**src/hw/rtl/rtf_pkg.sv**
```systemverilog
// ----------------------------------------------------------------------------
// rtf_pkg: shared types and constants of the ray / triangle first-hit unit
// Payload structs, ray register set, candidate entry and datapath widths.
// ----------------------------------------------------------------------------
package rtf_pkg;

	// Accumulator width: triple products of 33-bit differences reach ~2^100
	localparam int ACC_W = 104;
	// Divider width: |tn| << 16 and det << 31 both stay below 2^132
	localparam int DIV_W = 132;
	localparam int CNT_W = 16;
	localparam int CFG_IDX_W = 3;
	localparam int QUEUE_DEPTH = 2;
	localparam int QPTR_W = $clog2(QUEUE_DEPTH);
	localparam int QCNT_W = $clog2(QUEUE_DEPTH + 1);

	// Register indexes
	localparam logic [CFG_IDX_W-1:0] REG_ORIGIN_X = 3'd0;
	localparam logic [CFG_IDX_W-1:0] REG_ORIGIN_Y = 3'd1;
	localparam logic [CFG_IDX_W-1:0] REG_ORIGIN_Z = 3'd2;
	localparam logic [CFG_IDX_W-1:0] REG_DIR_X    = 3'd3;
	localparam logic [CFG_IDX_W-1:0] REG_DIR_Y    = 3'd4;
	localparam logic [CFG_IDX_W-1:0] REG_DIR_Z    = 3'd5;
	localparam logic [CFG_IDX_W-1:0] REG_EPSILON  = 3'd6;

	localparam logic [31:0] DIR_Z_RESET   = 32'h0001_0000;
	localparam logic [15:0] EPS_RESET     = 16'd1;
	localparam logic [31:0] MISS_DISTANCE = 32'hFFFF_0000;

	typedef struct packed {
		logic signed [31:0] a_x;
		logic signed [31:0] a_y;
		logic signed [31:0] a_z;
		logic signed [31:0] b_x;
		logic signed [31:0] b_y;
		logic signed [31:0] b_z;
		logic signed [31:0] c_x;
		logic signed [31:0] c_y;
		logic signed [31:0] c_z;
		logic               last_triangle;
	} rtf_in_t;

	typedef struct packed {
		logic               hit;
		logic [15:0]        hit_index;
		logic signed [31:0] hit_distance;
		logic signed [31:0] point_x;
		logic signed [31:0] point_y;
		logic signed [31:0] point_z;
	} rtf_out_t;

	typedef struct packed {
		logic signed [31:0] origin_x;
		logic signed [31:0] origin_y;
		logic signed [31:0] origin_z;
		logic signed [31:0] dir_x;
		logic signed [31:0] dir_y;
		logic signed [31:0] dir_z;
		logic [15:0]        epsilon;
	} rtf_ray_t;

	// One classified triangle handed from front to back
	typedef struct packed {
		logic                    last;
		logic [CNT_W-1:0]        index;
		logic                    cand;
		logic signed [ACC_W-1:0] det;
		logic signed [ACC_W-1:0] tn;
	} rtf_cand_t;

endpackage

```
**src/hw/rtl/rtf_queue.sv**
```systemverilog
// ----------------------------------------------------------------------------
// rtf_queue: short queue between front and back
// Holds classified triangles so each side stalls on its own.
// ----------------------------------------------------------------------------
module rtf_queue (
	input  logic               clk,
	input  logic               arst_n,
	input  logic               push,
	input  rtf_pkg::rtf_cand_t push_data,
	output logic               full,
	input  logic               pop,
	output rtf_pkg::rtf_cand_t head,
	output logic               empty
);
	import rtf_pkg::*;

	rtf_cand_t         mem_q [QUEUE_DEPTH];
	logic [QPTR_W-1:0] wr_q, rd_q;
	logic [QCNT_W-1:0] cnt_q;

	assign full  = (cnt_q == QCNT_W'(QUEUE_DEPTH));
	assign empty = (cnt_q == '0);
	assign head  = mem_q[rd_q];

	// Store a beat
	always_ff @(posedge clk) begin
		if (push) mem_q[wr_q] <= push_data;
	end

	// Advance pointers
	always_ff @(posedge clk or negedge arst_n) begin
		if (!arst_n) begin
			wr_q  <= '0;
			rd_q  <= '0;
			cnt_q <= '0;
		end else begin
			if (push) wr_q <= (wr_q == QPTR_W'(QUEUE_DEPTH - 1)) ? '0 : wr_q + 1'b1;
			if (pop)  rd_q <= (rd_q == QPTR_W'(QUEUE_DEPTH - 1)) ? '0 : rd_q + 1'b1;
			if (push && !pop)      cnt_q <= cnt_q + 1'b1;
			else if (pop && !push) cnt_q <= cnt_q - 1'b1;
		end
	end

	a_no_overflow: assert property (@(posedge clk) disable iff (!arst_n)
		push |-> !full)
		else $error("push into full queue");

	a_no_underflow: assert property (@(posedge clk) disable iff (!arst_n)
		pop |-> !empty)
		else $error("pop from empty queue");

endmodule

```
**config.mk**
```make
export PLATFORM = sky130hd
export DESIGN_NAME = rtf_queue
export DESIGN_NICKNAME = d
export VERILOG_FILES = /design/src/hw/rtl/rtf_pkg.sv /design/src/hw/rtl/rtf_queue.sv
export SDC_FILE = /design/constraint.sdc
export NUM_CORES = 1
export LEC_CHECK = 0
export ABC_AREA = 1
export BUFFER_PORTS_ARGS = -buffer_cell sky130_fd_sc_hd__buf_2
export CORE_MARGIN = 1.5
export CORE_UTILIZATION = 40
export CTS_CLUSTER_DIAMETER = 30
export DETAILED_ROUTE_END_ITERATION = 7
export PLACE_DENSITY = 0.62
export SETUP_SLACK_MARGIN = 0.2
export SLEW_MARGIN = 30
export SYNTH_ARGS = -nofsm -noshare
export SYNTH_HDL_FRONTEND = slang
export SYNTH_SLANG_ARGS = --single-unit
```
**constraint.sdc**
```tcl
create_clock -name clk -period 12.7 [get_ports clk]
set_input_delay 3.81 -clock clk [delete_from_list [all_inputs] [get_ports clk]]
set_output_delay 3.81 -clock clk [all_outputs]
set_load 0.005 [all_outputs]
```
==> flow_metrics.tcl <==
set metrics [dict create \
    max-slew-margin-rel 0.3808 \
    start_util 0.4060 \
    grt_max_degree 109 \
    layout_min_cycle_time_ps 7146 \
    use_met1 0.1778 \
    hold_class "flop to flop" \
    hold_violations 0 \
    slew_viol_final 0 \
    synth.area.top_cells "edfxtp_1 (82%), mux2_2 (13%), mux2_4 (2.7%)" \
    yosys.area.top_type "edfxtp_1" \
    syn-cell-area_um2 16610 \
    synth_top_area_share 0.8169 \
    crit_path_max_fanout 71 \
    cts-htree-levels 3 \
    grt.overflow.total 0 \
    synth-seq-area-share 0.8230 \
    syn_nets 959 \
    crit_arrival_ps 3340 \
    grt_usage 0.1584 \
    io_buffers 457 \
    cts.sinks 456 \
    avgRoutedWirePerCell_um 19.15 \
    ys_types 15 \
    synth_edf_count 452 \
    postCtsSetupBuffers 0 \
    tightest_slew_ps 928.8 \
    setup_violations 0 \
    drt_first_pass_iters 4 \
    ctsLongestPathBuffers 3 \
    synth_async_sr_flop_share 0.008772 \
    grtUsageMet3 0.07786 \
    crit_path_cell_trace "buf_4 -> buf_6 -> mux2_2 -> buf_2" \
    drc 0 \
    first_iter_violations 387 \
    place_congestion 0.7638 \
    grt_pass1_vias 9042 \
    max_freq_mhz 139.9 \
    path_class "flop to output pin" \
    clk_pin_slew_worst_paths_ps 50 \
    io_pins 458 \
    synth_seq_cells 456 \
    top_usage_layer "met2" \
    cts_root_buffer "clkbuf_16" \
    die_height_um 206.8 \
    fp-row-count 74 \
    synthCells 728 \
    required_ps 8890 \
    ant_nets 0 \
    syn_area_per_cell_um2 22.82 \
    holdBufCountCts 0 \
    synthToLayoutAreaGrowth_pct 35.82 \
    end_kind "output pin" \
    rsz0062_at_grt "no" \
    layout-drive-gt1-share 0.6264 \
    cts_tree "built" \
    hold_ws_ps 506.8 \
    grt_first_pass_wirelength_um 50500 \
    clkLatencyLatePin_ps 590 \
    max_stage_delay_ps 790 \
    crit_buf_inv 3 \
    slowest_stage "dfrtp_4" \
    synthFlopType "edfxtp_1" \
    max-vdd-ir-drop_v 0.0001614 \
    met2_usage 0.2567 \
    vias_per_cell 4.713 \
    dp_hpwl_um 22950 \
    dieArea_um2 42770 \
    nNetsFinal 1492 \
    critPathTopFamily "buffers and inverters" \
    die_w_um 206.8 \
    fin_crit_sh 0.5627 \
    vias 8808 \
    core_area_um2 40920 \
    cts_resized 0 \
    cap_viol_max_count 0 \
    fill_cells 3237 \
    power_leakage_nw 8.705 \
    status "finished, final reports clean" \
    synthTopCellsByCount "edfxtp_1 (452), mux2_2 (196), mux2_4 (30), buf_4 (11), buf_2 (10)" \
    power_density_nw_per_um2 248.7 \
    drt_wl_total_um 35790 \
    fin_skew_ps 12.73 \
    worst_setup_path_start_kind "flop" \
    setup_tns_ps 0 \
    antenna_found_initial 10 \
    cts_buffers 90 \
    yosysWarnings 0 \
    synth_most_common_cell "edfxtp_1" \
]
==> kinds of logic after synthesis <==
group | after synthesis | synth area share
flip-flops | 456 | 0.8230
multiplexers | 226 | 0.1600
buffers and inverters | 32 | 0.01228
AND/OR/NAND/NOR | 10 | 0.002485
XOR/XNOR | 3 | 0.001582
adder cells (fa/ha/maj) | 1 | 0.0007529
==> metal layers <==
layer / up-vias / share of wire
li1: 4014 / -
met1: 4339 / 0.38
met2: 367 / 0.48
met3: 76 / 0.11
met4: 12 / 0.024
met5: - / 0.0023
==> cell usage in the layout (no fill, tap or decap), types with 4 or more instances in the layout <==
master and count:
clkinv_2 14, inv_1 6, buf_2 457, mux2_4 30
buf_4 7, bufinv_16 13, clkinv_1 14, clkbuf_16 93
nand2_1 5, mux2_2 196, clkbuf_1 10, diode_2 4
edfxtp_1 452, clkinv_8 4, clkinvlp_4 9, clkinv_4 4
==> final timing paths <==
| check | from | end | slack, ps | depth (start not counted) |
|---|---|---|---|---|
| min in group asynchronous | arst_n | cnt_q[0] | 3020 | 1 |
| setup reg to reg | wr_q | mem_q[1][117] | 10190 | 3 |
| max in group asynchronous | arst_n | rd_q | 9530 | 1 |
| setup / recovery | rd_q | head[86] | 5550 | 4 |
| hold reg to reg | cnt_q[1] | cnt_q[1] | 510 | 2 |
| hold / removal | cnt_q[1] | cnt_q[1] | 510 | 2 |
==> report_power, final <==
part	total [mW]	internal, mW	switching [mW]
Clock	2.34	1.59	0.743
Combinational	1.18	0.588	0.595
Sequential	2.09	2.00	0.0888
==> worst reg2reg max path: cells and delay by family, from the launching register on <==
kind	cells	cell delay (ps)
DFF	1	430
buffers and inverters	2	1500
and+or+nand+nor	1	170
==> cell type report <==
cell class                      count  area [µm²]  area share
Sequential cell                   456       13680      0.6061
Multi-Input combinational cell    240        2745      0.1217
Clock buffer                      103        2365      0.1048
Timing Repair Buffer              466        2362      0.1047
Clock inverter                     61       706.9     0.03133
Tap cell                          532       665.6     0.02950
Inverter                            7       33.78    0.001497
Antenna cell                        4       10.01   0.0004436
==> registers in the layout, indices dropped and copies added (netlist names) <==
register  flops
cnt_q         2
mem_q       452
rd_q          1
wr_q          1
==> per-stage QoR <==
stage | instances | instance area, µm² | utilization | power [mW] | setup WS (ps)
3_5_place_dp | 1701 | 19480 | 0.4759 | 3.323 | 5896
4_1_cts | 1865 | 22550 | 0.5510 | 5.696 | 5220
2_1_floorplan | 728 | 16620 | - | 2.874 | 2537
3_3_place_gp | 1701 | 19480 | 0.4759 | 3.308 | 5943
6_report | 1869 | 22570 | 0.5514 | 5.613 | 5554
5_1_grt | 1867 | 22560 | 0.5513 | 5.860 | 5336
Power figures use the tool's default switching activity.
